`src/rtl/box_blur_3x3_edge_clamped_assert.svh`:
```
// Assertion macros used by the box blur top level.
`ifndef BOX_BLUR_3X3_EDGE_CLAMPED_ASSERT_SVH
`define BOX_BLUR_3X3_EDGE_CLAMPED_ASSERT_SVH

// Condition that must hold at every clock edge outside reset.
`define BB3_ASSERT_ALWAYS(label, cond, msg) \
   label: assert property (@(posedge clock) disable iff (reset) (cond)) else $error(msg);

// Consequence that must hold in the cycle after the antecedent.
`define BB3_ASSERT_NEXT(label, ante, cons, msg) \
   label: assert property (@(posedge clock) disable iff (reset) (ante) |=> (cons)) \
      else $error(msg);

`endif

```
`src/rtl/bb3_pkg.sv`:
```
// Shared constants and types of the 3x3 box blur.
`timescale 1ns / 1ps
`default_nettype none

package bb3_pkg;

   // Default sizing
   localparam int MAX_SIDE_DEF     = 1024;
   localparam int CHANNEL_BITS_DEF = 8;

   // Side register
   localparam int SIDE_BITS  = 11;
   localparam int SIDE_RESET = 512;

   // Channels per pixel (red, green, blue, alpha from the low bits up)
   localparam int NUM_CH = 4;

   // Number of window rows or columns that fall inside the image (1 to 3)
   typedef logic [1:0] span_type;

   typedef struct packed {
      span_type rows;
      span_type cols;
   } span_pair_type;

endpackage

`default_nettype wire

```
`src/rtl/bb3_mean.sv`:
```
// Per-channel window sum divided by the number of pixels inside the image.
`timescale 1ns / 1ps
`default_nettype none

module bb3_mean #(
   parameter int CHANNEL_BITS = 8
) (
   input  wire logic [bb3_pkg::NUM_CH*(CHANNEL_BITS+4)-1:0] sums,
   input  wire bb3_pkg::span_pair_type                      span,
   output logic      [bb3_pkg::NUM_CH*CHANNEL_BITS-1:0]     means
);

   import bb3_pkg::*;

   // Sums of up to nine pixels need four extra bits
   localparam int SUMW = CHANNEL_BITS + 4;
   // Reciprocal scaling: exact truncating quotient for every sum and divisor up to 9
   localparam int SH   = SUMW + 4;
   localparam int MW   = SH + 1;
   localparam int PRW  = SUMW + MW;

   localparam logic [MW-1:0] RECIP_1 = MW'(1 << SH);
   localparam logic [MW-1:0] RECIP_2 = MW'(1 << (SH - 1));
   localparam logic [MW-1:0] RECIP_3 = MW'(((1 << SH) + 2) / 3);
   localparam logic [MW-1:0] RECIP_4 = MW'(1 << (SH - 2));
   localparam logic [MW-1:0] RECIP_6 = MW'(((1 << SH) + 5) / 6);
   localparam logic [MW-1:0] RECIP_9 = MW'(((1 << SH) + 8) / 9);

   logic [3:0]     divisor;
   logic [MW-1:0]  recip;
   logic [PRW-1:0] prod [NUM_CH];

   // Pick the reciprocal of rows * columns
   always_comb begin
      divisor = 4'(span.rows) * 4'(span.cols);
      case (divisor)
         4'd2:    recip = RECIP_2;
         4'd3:    recip = RECIP_3;
         4'd4:    recip = RECIP_4;
         4'd6:    recip = RECIP_6;
         4'd9:    recip = RECIP_9;
         default: recip = RECIP_1;
      endcase
   end

   // One multiplier per channel, quotient taken from the upper product bits
   always_comb begin
      for (int k = 0; k < NUM_CH; k++) begin
         prod[k] = PRW'(sums[k*SUMW +: SUMW]) * PRW'(recip);
         means[k*CHANNEL_BITS +: CHANNEL_BITS] = prod[k][SH +: CHANNEL_BITS];
      end
   end

endmodule

`default_nettype wire

```
`config.mk`:
```
export PLATFORM = sky130hd
export DESIGN_NAME = bb3_mean
export DESIGN_NICKNAME = d
export VERILOG_FILES = /design/src/rtl/box_blur_3x3_edge_clamped_assert.svh /design/src/rtl/bb3_pkg.sv /design/src/rtl/bb3_mean.sv
export SDC_FILE = /design/constraint.sdc
export NUM_CORES = 1
export LEC_CHECK = 0
export ABC_AREA = 0
export ABC_CLOCK_PERIOD_IN_PS = 12880
export BUFFER_PORTS_ARGS = -buffer_cell sky130_fd_sc_hd__buf_2
export CAP_MARGIN = 20
export CORE_MARGIN = 4
export CORE_UTILIZATION = 60
export DETAILED_ROUTE_END_ITERATION = 16
export GPL_TIMING_DRIVEN = 0
export PLACE_DENSITY = 0.78
export SETUP_SLACK_MARGIN = 0.3
export SYNTH_ARGS = -nofsm -noshare
export SYNTH_HDL_FRONTEND = slang
export SYNTH_SLANG_ARGS = --single-unit
```
`constraint.sdc`:
```
create_clock -name vclk -period 12.88
set_clock_uncertainty 0.2 [all_clocks]
set_input_delay 1.932 -clock vclk [all_inputs]
set_output_delay 1.932 -clock vclk [all_outputs]
set_load 0.03 [all_outputs]
```
* After elaboration in Yosys (flattened, before gate mapping)
Index checks and enable logic that the tools add are counted.
** Word-level totals
- Bits in registers :: 0
- Bits of input ports :: 52
- Output and inout bits :: 32
** Cells by class
- $mul :: 5
- Equality and inequality tests :: 5
- Mux-type cells :: 1
** Operators with widths (number)
- $mul A12 B17 Y24 :: 4
- $pmux W17 S5 :: 1
- $eq A4 B2 Y1 const B :: 2
- $eq A4 B3 Y1 const B :: 2
- $eq A4 B4 Y1 const B :: 1
- $mul A2 B2 Y4 :: 1

* Logic depth before layout (Yosys ltp)
Gate-level depths: netlist of the first run.
- Depth in word-level cells :: 4
- Depth in mapped cells :: 30

* Least setup slack after synthesis of the first run
OpenSTA, ideal clock, no wires.
- Path type :: input to output
- Start :: input port span[0] in the netlist's numbering
- End :: output port means[14] in the netlist's numbering
- Arrival :: 8439 ps
- Setup slack :: 2309 ps
- Cell stages on the path :: 27
- Path through :: and2_1 > ha_1 > inv_1 > ha_1 > a21boi_2 > and2_1 > clkbuf_1 > clkbuf_1 > nand2_1 > inv_1 > nor2_1 > fa_1 > fa_1 > fa_1 > inv_1 > fa_1 > inv_1 > fa_1 > inv_1 > ha_1 > a211oi_1 > o21ai_0 > o211ai_1 > a31oi_1 > a41oi_1 > a21oi_1 > a221oi_1
** Between the ends
- Cells in the longest elaborated chain, start to end :: 4
- Elaborated cells between the ends (all ways) :: 8
** RTL lines
- start: declaration :: line bb3_mean.sv:9 : input wire bb3_pkg::span_pair_type span,
- $mul A2 B2 Y4 (*) :: line bb3_mean.sv:35 : divisor = 4'(span.rows) * 4'(span.cols);
- $eq A4 B4 Y1, or another cell as far along :: line bb3_mean.sv:36 : case (divisor)
- $pmux W17 S5 (*) :: line bb3_mean.sv:36
- $mul A12 B17 Y24 (*) :: line bb3_mean.sv:49 : prod[k] = PRW'(sums[k*SUMW +: SUMW]) * PRW'(recip);
- end: declaration :: line bb3_mean.sv:10 : output logic [bb3_pkg::NUM_CH*CHANNEL_BITS-1:0] means
Mark *: on every way between the ends. The rest lies on a longest branch, timed or not.

* Final worst setup path of the first run
- Start :: input port span[2] in the netlist's numbering
- End :: output port means[23] in the netlist's numbering
The elaborated chain is that of the path after synthesis.

==> parameters.txt, run 1 <==
Parameter                              Value

Run status
  Run status    finished, final reports clean

Drt
  Detailed-router iteration count before antenna repair    5
  Post-detailed-route via-to-cell ratio    roughly 5.4
  Number of antenna-violating nets in the routed design    0
  Number of violations reported at the end of detailed-routing iteration 0    1131
  Drt wl/cell    19.1 microns
  Total wirelength of the detailed-routed design    47500 microns
  Post-detailed-route DRC marker count    0
  Via total after detailed routing    about 13000

Global route
  Global route total overflow    0
  Global router's overall resource usage    0.303
  Number of antenna violations at the first check in global routing    1
  Via count of the first global-routing pass    between 10000 and 15000
  Wire length of the first global-routing pass    about 78000 microns
  Maximum number of pins on one net before global-route repair    11

Worst setup path
  Cell seen most often among critical-path stages    sky130_fd_sc_hd__fa_1
  Critical path's largest stage delay    between 0.6 and 0.7 ns
  Maximum net fanout on the critical path    10
  Cell with the largest stage delay on the worst path    sky130_fd_sc_hd__fa_1
  Worst setup EP type    output pin
  Combined buffer and inverter count along the critical path    8
  Required time of the worst setup path    around 11 ns
  Path type of the worst setup path    in2out
  Cell family with the largest share of critical-path delay    adder cells
  Number of stages on the worst setup path    29
  Arrival time of data at the critical path endpoint    just over 10 ns
  Element type at the critical path start    primary input
  Launch point of the worst path    span[2]

Timing
  Time the worst path needs with I/O delays and setup    between 10 and 15 ns
  Post-route setup TNS    0 ns
  Setup repair after global routing missed its margin    false
  Maximum clock frequency    between 0.08 and 0.09 GHz
  Worst slew pin tran    1.01 ns
  Fin crit share    0.947
  Total count of max-transition violations in the final report    0
  Headroom to the max-slew limit    0.328
  Final Hold Viols    0
  Final setup violation count    0
  Final WS setup    just under 0.7 ns

Hold path
  Worst min-delay path startpoint    sums[45]
  WHS Path Cells    6
  Hold Path Class    in2out

Die
  Die H    approximately 180 microns
  Die Outline Area    ~0.033 sq mm
  Core ar.    0.0298 sq mm
  Standard-cell rows    63
  Ports placed on the boundary    84
  Chip width    roughly 180 microns
  Initial Utilization    0.611

Yosys
  Number of instances in the synthesized netlist    roughly 2000
  Largest family of logic cells by synthesized area    adder cells
  Synth warnings    0
  Number of nets in the synthesized netlist    between 2000 and 3000
  Number of library cell types mapped by synthesis    between 50 and 60
  Simple-Gate Fraction of Synth Area    0.108
  Combined area of all synthesized cells    ~0.018 sq mm
  Share of cell area taken by muxes after synthesis    0.000550
  Seq/Total Area, Yosys    0
  Average size of a mapped cell    slightly above 9 sq um
  Synth Area in Compound Gates    0.0392
  Adder-cell share of the synthesized area    0.671
  Synthesized-area fraction occupied by xor and xnor cells    0.0260

Finish
  Clk_buf instances    0
  FF+latch count    0
  Post-route design area    about 0.019 sq mm
  Share of the core filled with cells    0.641
  Share of post-route cells with drive strength above 1    0.0502
  Net count, final    ~2800
  Most common cell after layout, fill and taps aside    sky130_fd_sc_hd__inv_1
  Flip-flop and latch area    0 sq um
  Top library cells by usage in the layout, fill and taps aside    sky130_fd_sc_hd__inv_1, sky130_fd_sc_hd__fa_1, sky130_fd_sc_hd__nand2_1
  Number of diodes added for antenna fixing    0
  Area grow syn2layout    4.97%

Place
  Number of port buffers    80
  Setup slack at placement    roughly 0.044 ns
  Post-placement cell area    roughly 0.019 sq mm
  Weighted congestion at the end of routability-driven global placement    1.02
  Dpl hpwl    42400 microns

Power and ir drop
  Leakage power total    0.0113 uW
  Peak VDD IR    0.133 mV
  Part of the total power dissipated in sequential elements    0
  Clock Power Share    0
  Proportion of total power due to net switching    0.633
  Power per unit of standard cell area    roughly 64 mW/mm^2
  Power dissipated by switching net loads    778 uW
  Cell internal pwr    between 400 and 500 uW
  Logic gate share of total power    1.000

Job
  Maxcap violations    0

Clock network
  Buffers inserted during post-CTS setup optimization    0
  Hold buffer count at CTS    0
  Number of gates resized after CTS    2
-- per-layer routing --
metal  up-vias  track usage  wire length [microns]
met5         -            0                     14
met4         2       0.0796                   1750
met3       112       0.0620                   4570
met2       642        0.492                  22300
met1      6727        0.424                  18800
li1       5869            -                      -
-- area by class of cell --
cell class / instances / area [sq um]
multi-input cells: 1256 / 15400
fillers: 2494 / 10700
inverters: 719 / 2700
well taps: 390 / 488
repair buffers: 80 / 400
plain buffers: 36 / 146
-- worst paths after layout --
kind	end	slack [ns]
max	means[23]	0.68
min	means[31]	4.40
-- Yosys cell counts, types with 2 or more instances --
cell	number	area share
sky130_fd_sc_hd__inv_1	718	0.15
sky130_fd_sc_hd__fa_1	500	0.55
sky130_fd_sc_hd__nand2_1	234	0.048
sky130_fd_sc_hd__ha_1	175	0.12
sky130_fd_sc_hd__and2_1	86	0.030
sky130_fd_sc_hd__xnor2_1	41	0.020
sky130_fd_sc_hd__clkbuf_1	35	0.0072
sky130_fd_sc_hd__nor2_1	33	0.0068
sky130_fd_sc_hd__a21oi_1	29	0.0080
sky130_fd_sc_hd__and3_1	20	0.0069
sky130_fd_sc_hd__a21o_1	17	0.0070
sky130_fd_sc_hd__o21ai_0	14	0.0039
sky130_fd_sc_hd__xor2_1	13	0.0063
sky130_fd_sc_hd__nor3_1	8	0.0022
sky130_fd_sc_hd__or2_2	8	0.0028
sky130_fd_sc_hd__nand3_1	7	0.0019
sky130_fd_sc_hd__a211oi_1	6	0.0025
sky130_fd_sc_hd__nand2b_1	6	0.0021
sky130_fd_sc_hd__o21a_1	6	0.0025
sky130_fd_sc_hd__and4_1	5	0.0024
sky130_fd_sc_hd__a22oi_1	4	0.0017
sky130_fd_sc_hd__a31oi_1	4	0.0014
sky130_fd_sc_hd__o211ai_1	4	0.0017
sky130_fd_sc_hd__nand4_1	3	0.0010
sky130_fd_sc_hd__o2111ai_1	3	0.0014
sky130_fd_sc_hd__a221oi_1	2	0.00096
sky130_fd_sc_hd__o21bai_1	2	0.00083
sky130_fd_sc_hd__or3_1	2	0.00069
-- stage by stage --
stage / total power [uW] / hold slack [ns] / cells
4_1_cts: 1230 / 4.40 / 2481
5_1_grt: 1390 / 4.43 / 2481
6_report: 1230 / 4.40 / 2481
3_5_place_dp: 1220 / 4.39 / 2481
2_1_floorplan: 888 / 4.10 / 2011
3_3_place_gp: 1190 / 4.40 / 2481
-- power groups by stage --
stage	clock (uW)	combinational, uW	sequential [uW]
floorplan	0	888	0
global placement	0	1190	0
detailed placement	0	1220	0
CTS	0	1230	0
global route	0	1390	0
finish	0	1230	0
-- cell families (layout without fill, tap and decap cells) --
logic type	Yosys count	count (layout)
compound gates	106	106
buf+inv	755	835
simple gates	420	420
mux	1	1
xor+xnor	54	54
fa+ha+maj	675	675
Power figures use the tool's default switching activity.
==> run 2: changes to the inputs <==
--- a/config.mk
+++ b/config.mk
@@ -9,6 +9,7 @@
 export ABC_CLOCK_PERIOD_IN_PS = 12880
 export BUFFER_PORTS_ARGS = -buffer_cell sky130_fd_sc_hd__buf_2
 export CAP_MARGIN = 20
+export CORE_ASPECT_RATIO = 0.6
 export CORE_MARGIN = 4
 export CORE_UTILIZATION = 60
 export DETAILED_ROUTE_END_ITERATION = 16
==> parameters.txt, run 2 (synthesized netlist as in run 1, its figures left out) <==
Parameter                              Value

Global route
  Via count of the first global-routing pass    around 14000
  Global router's overall resource usage    0.315
  Number of antenna violations at the first check in global routing    3
  Wire length of the first global-routing pass    79400 microns
  Maximum number of pins on one net before global-route repair    11
  Global route total overflow    0

Die
  Chip width    roughly 230 microns
  Die Outline Area    roughly 0.033 sq mm
  Initial Utilization    0.608
  Core ar.    approximately 0.03 sq mm
  Ports placed on the boundary    84
  Standard-cell rows    49
  Die H    143 microns

Timing
  Fin crit share    0.952
  Final setup violation count    0
  Post-route setup TNS    0 ns
  Time the worst path needs with I/O delays and setup    12.27 ns
  Minimum hold slack    roughly 4.4 ns
  Headroom to the max-slew limit    0.223
  Maximum clock frequency    0.0815 GHz
  Total count of max-transition violations in the final report    0
  Final Hold Viols    0
  Worst slew pin tran    ~1.2 ns
  Setup repair after global routing missed its margin    false

Worst setup path
  Worst setup EP type    output pin
  Element type at the critical path start    primary input
  Maximum net fanout on the critical path    10
  Required time of the worst setup path    roughly 11 ns
  Path type of the worst setup path    in2out
  Arrival time of data at the critical path endpoint    ~10 ns

Drt
  Top layer used by detailed routing    met5
  Post-detailed-route DRC marker count    0
  Met2 wire length    slightly below 20000 microns
  Via total after detailed routing    between 10000 and 15000
  Detailed-router iteration count before antenna repair    5
  Total wirelength of the detailed-routed design    around 49000 microns
  Sum of routed wire segments on met1    between 20000 and 25000 microns
  Number of antenna-violating nets in the routed design    0
  Number of violations reported at the end of detailed-routing iteration 0    around 940
  WL met3    a little over 8000 microns
  Post-detailed-route via-to-cell ratio    roughly 5.3
  Drt wl/cell    around 20 microns

Finish
  FF+latch count    0
  Fillcell total    ~2600
  Flip-flop and latch area    0 sq um
  Area grow syn2layout    5.10%
  Clk_buf instances    0
  Area of the multi-input gates    roughly 0.015 sq mm
  Most common cell after layout, fill and taps aside    sky130_fd_sc_hd__inv_1
  Top library cells by usage in the layout, fill and taps aside    sky130_fd_sc_hd__inv_1, sky130_fd_sc_hd__fa_1, sky130_fd_sc_hd__nand2_1
  Net count, final    ~2800
  Share of post-route cells with drive strength above 1    0.0493
  Share of the core filled with cells    0.639

Place
  Number of port buffers    80
  Dpl hpwl    between 40000 and 50000 microns
  Weighted congestion at the end of routability-driven global placement    approximately 0.99

Clock network
  Buffers inserted during post-CTS setup optimization    0

Run status
  Run status    finished, final reports clean

Job
  Maxcap violations    0

Power and ir drop
  Power per unit of standard cell area    approximately 65 mW/mm^2
  Leakage power total    between 0.01 and 0.015 uW
  Peak VDD IR    0.122 mV

Hold path
  Hold Path Class    in2out
==> run 2: final timing paths <==
path	startpoint	depth (start not counted)	slack (ns)	endpoint
hold / removal	sums[33]	6	4.45	means[23]
setup / recovery	span[0]	28	0.61	means[5]
==> run 2: power breakdown <==
| part | leakage [uW] | internal (uW) | switching, uW |
|---|---|---|---|
| clock | 0.0000000127 | 0.0000209 | 0 |
| combinational | 0.0113 | 459 | 790 |
| sequential | 0 | 0 | 0 |
| total | 0.0113 | 459 | 790 |
==> run 2: timing repair <==
item / in CTS / in global routing
hold buffers: 0 / 0
hold endpoints to repair: 0 / 0
gates resized for setup: 1 / 16
endpoints found under the setup margin: 1 / 10
==> run 2: layout make-up <==
class                           instances  share of cell area
Timing Repair Buffer                   80              0.0209
Buffer                                 36             0.00753
Antenna cell                            2            0.000262
Inverter                              719               0.141
Multi-Input combinational cell       1256               0.803
Tap cell                              408              0.0267
==> run 2: worst max-delay path: stages <==
cell                       delay (ns)
sky130_fd_sc_hd__buf_2           0.15
sky130_fd_sc_hd__and2_1          0.15
sky130_fd_sc_hd__ha_1            0.17
sky130_fd_sc_hd__inv_1           0.05
sky130_fd_sc_hd__ha_1            0.27
sky130_fd_sc_hd__a21boi_2        0.48
sky130_fd_sc_hd__and2_1          0.32
sky130_fd_sc_hd__clkbuf_1        0.51
sky130_fd_sc_hd__clkbuf_1        0.68
sky130_fd_sc_hd__nand2_1         0.39
sky130_fd_sc_hd__fa_1            0.64
sky130_fd_sc_hd__inv_1           0.07
sky130_fd_sc_hd__fa_1            0.40
sky130_fd_sc_hd__fa_1            0.47
sky130_fd_sc_hd__fa_1            0.55
sky130_fd_sc_hd__inv_1           0.05
sky130_fd_sc_hd__fa_1            0.47
sky130_fd_sc_hd__inv_1           0.05
sky130_fd_sc_hd__ha_1            0.18
sky130_fd_sc_hd__a211o_1         0.24
sky130_fd_sc_hd__or4_1           0.45
sky130_fd_sc_hd__a31o_1          0.28
sky130_fd_sc_hd__and4_1          0.24
sky130_fd_sc_hd__o2111a_1        0.24
sky130_fd_sc_hd__o31a_1          0.29
sky130_fd_sc_hd__nor2_2          0.11
sky130_fd_sc_hd__xnor2_1         0.11
sky130_fd_sc_hd__buf_2           0.21
==> run 2: through the flow <==
| stage | setup slack [ns] | instance area, sq um | cells | total power (uW) |
|---|---|---|---|---|
| floorplan | 2.31 | 18200 | 2011 | 888 |
| global placement | 0.338 | 19100 | 2499 | 1200 |
| detailed placement | 0.331 | 19100 | 2499 | 1230 |
| CTS | 0.513 | 19100 | 2499 | 1250 |
| global route | 0.323 | 19100 | 2501 | 1410 |
| finish | 0.614 | 19100 | 2501 | 1250 |
==> run 2: routing by layer <==
layer,track usage,up-vias
met4,0.0311,2
met2,0.425,701
li1,-,5860
met1,0.465,6625
met3,0.168,49
met5,0.0241,-
==> run 3: changes to the inputs <==
--- a/config.mk
+++ b/config.mk
@@ -11,10 +11,10 @@
 export CAP_MARGIN = 20
 export CORE_ASPECT_RATIO = 0.6
 export CORE_MARGIN = 4
-export CORE_UTILIZATION = 60
+export CORE_UTILIZATION = 50
 export DETAILED_ROUTE_END_ITERATION = 16
-export GPL_TIMING_DRIVEN = 0
-export PLACE_DENSITY = 0.78
+export GPL_TIMING_DRIVEN = 1
+export PLACE_DENSITY = 0.67
 export SETUP_SLACK_MARGIN = 0.3
 export SYNTH_ARGS = -nofsm -noshare
 export SYNTH_HDL_FRONTEND = slang
==> parameters.txt, run 3 (synthesized netlist as in run 1, its figures left out) <==
Parameter                              Value

Run status
  Run status    finished, final reports clean

Timing
  Final setup violation count    0
  Headroom to the max-slew limit    0.451
  Minimum hold slack    4.40 ns
  Setup repair after global routing missed its margin    false
  Post-route setup TNS    0 ns
  Fin crit share    0.905
  Worst slew pin tran    0.824 ns
  Total count of max-transition violations in the final report    0
  Final WS setup    1.22 ns
  Time the worst path needs with I/O delays and setup    between 10 and 15 ns
  Maximum clock frequency    ~0.086 GHz
  Final Hold Viols    0

Place
  Weighted congestion at the end of routability-driven global placement    0.973
  Number of port buffers    84
  Dpl hpwl    roughly 44000 microns
  Setup slack at placement    around 1.2 ns

Power and ir drop
  Leakage power total    ~0.011 uW
  Total power    ~1200 uW
  Power per unit of standard cell area    about 64 mW/mm^2
  Peak VDD IR    about 0.09 mV

Die
  Standard-cell rows    between 50 and 60
  Die Outline Area    roughly 0.04 sq mm
  Ports placed on the boundary    84
  Die H    between 150 and 200 microns
  Core ar.    approximately 0.035 sq mm
  Initial Utilization    0.513
  Chip width    about 250 microns

Finish
  Share of the core filled with cells    0.541
  Area grow syn2layout    5.44%
  Top library cells by usage in the layout, fill and taps aside    sky130_fd_sc_hd__inv_1, sky130_fd_sc_hd__fa_1, sky130_fd_sc_hd__nand2_1
  Most common cell after layout, fill and taps aside    sky130_fd_sc_hd__inv_1
  Net count, final    approximately 2800
  Share of post-route cells with drive strength above 1    0.0551
  FF+latch count    0
  Fillcell total    3287
  Flip-flop and latch area    0 sq um
  Clk_buf instances    0

Drt
  Via total after detailed routing    roughly 13000
  Post-detailed-route DRC marker count    0
  Detailed-router iteration count before antenna repair    5
  Post-detailed-route via-to-cell ratio    around 5
  Number of antenna-violating nets in the routed design    0
  Number of violations reported at the end of detailed-routing iteration 0    900
  Drt wl/cell    ~19 microns
  Total wirelength of the detailed-routed design    47800 microns

Worst setup path
  Arrival time of data at the critical path endpoint    between 9 and 10 ns
  Path type of the worst setup path    in2out
  Worst setup EP type    output pin
  Required time of the worst setup path    10.75 ns
  Element type at the critical path start    primary input
  Maximum net fanout on the critical path    26

Global route
  Global route total overflow    0
  Global router's overall resource usage    0.255
  Wire length of the first global-routing pass    just under 80000 microns
  Maximum number of pins on one net before global-route repair    39
  Via count of the first global-routing pass    14300
  Number of antenna violations at the first check in global routing    4

Hold path
  Hold Path Class    in2out

Clock network
  Number of gates resized after CTS    0
  Hold buffer count at CTS    0
  Buffers inserted during post-CTS setup optimization    0

Job
  Maxcap violations    0
==> run 3: changes by cell type in the layout (fill, tap and decap cells not counted), sizes merged <==
cell    delta
clkbuf    -36
buf       +14
diode      +1
==> run 3: final timing paths <==
check,startpoint,endpoint,slack [ns],cells after the start
hold / removal,sums[31],means[23],4.40,5
setup / recovery,span[0],means[15],1.22,26
==> run 3: area by class of cell <==
cell class | instances | area (sq um) | share of cell area
multi-input cells | 1256 | 15400 | 0.803
diodes | 3 | 7.51 | 0.000391
repair buffers | 94 | 495 | 0.0258
inverters | 719 | 2700 | 0.141
well taps | 467 | 584 | 0.0305
==> run 3: critical path, stage by stage <==
cell	delay, ns
sky130_fd_sc_hd__buf_2	0.14
sky130_fd_sc_hd__and2_1	0.16
sky130_fd_sc_hd__ha_1	0.82
sky130_fd_sc_hd__nand2_1	0.31
sky130_fd_sc_hd__a21oi_4	0.58
sky130_fd_sc_hd__buf_4	0.40
sky130_fd_sc_hd__and2_1	0.31
sky130_fd_sc_hd__nor2_1	0.11
sky130_fd_sc_hd__fa_1	0.46
sky130_fd_sc_hd__fa_1	0.52
sky130_fd_sc_hd__fa_1	0.54
sky130_fd_sc_hd__inv_1	0.05
sky130_fd_sc_hd__fa_1	0.47
sky130_fd_sc_hd__inv_1	0.05
sky130_fd_sc_hd__fa_1	0.48
sky130_fd_sc_hd__inv_1	0.05
sky130_fd_sc_hd__ha_1	0.19
sky130_fd_sc_hd__a211oi_1	0.27
sky130_fd_sc_hd__o21ai_0	0.14
sky130_fd_sc_hd__o211ai_1	0.11
sky130_fd_sc_hd__a31oi_1	0.09
sky130_fd_sc_hd__a41oi_1	0.44
sky130_fd_sc_hd__a21oi_1	0.18
sky130_fd_sc_hd__a211oi_1	0.31
sky130_fd_sc_hd__xnor2_1	0.16
sky130_fd_sc_hd__buf_2	0.22
==> run 3: per-layer routing <==
layer | global-route usage | part of all wire
met1 | 0.398 | 0.47
met2 | 0.349 | 0.39
met3 | 0.105 | 0.14
met4 | 0.0162 | 0.0053
met5 | 0 | 0.00017
==> run 3: power breakdown <==
| group | internal (uW) | switching, uW |
|---|---|---|
| combinational | 459 | 778 |
| clock | 0.0000313 | 0 |
| sequential | 0 | 0 |
| total | 459 | 778 |
==> run 3: per-stage QoR <==
step | cell area, sq um | cells
after floorplan | 18200 | 2011
after global placement | 19200 | 2536
after detailed placement | 19200 | 2536
after CTS | 19200 | 2536
after global routing | 19200 | 2539
final | 19200 | 2539
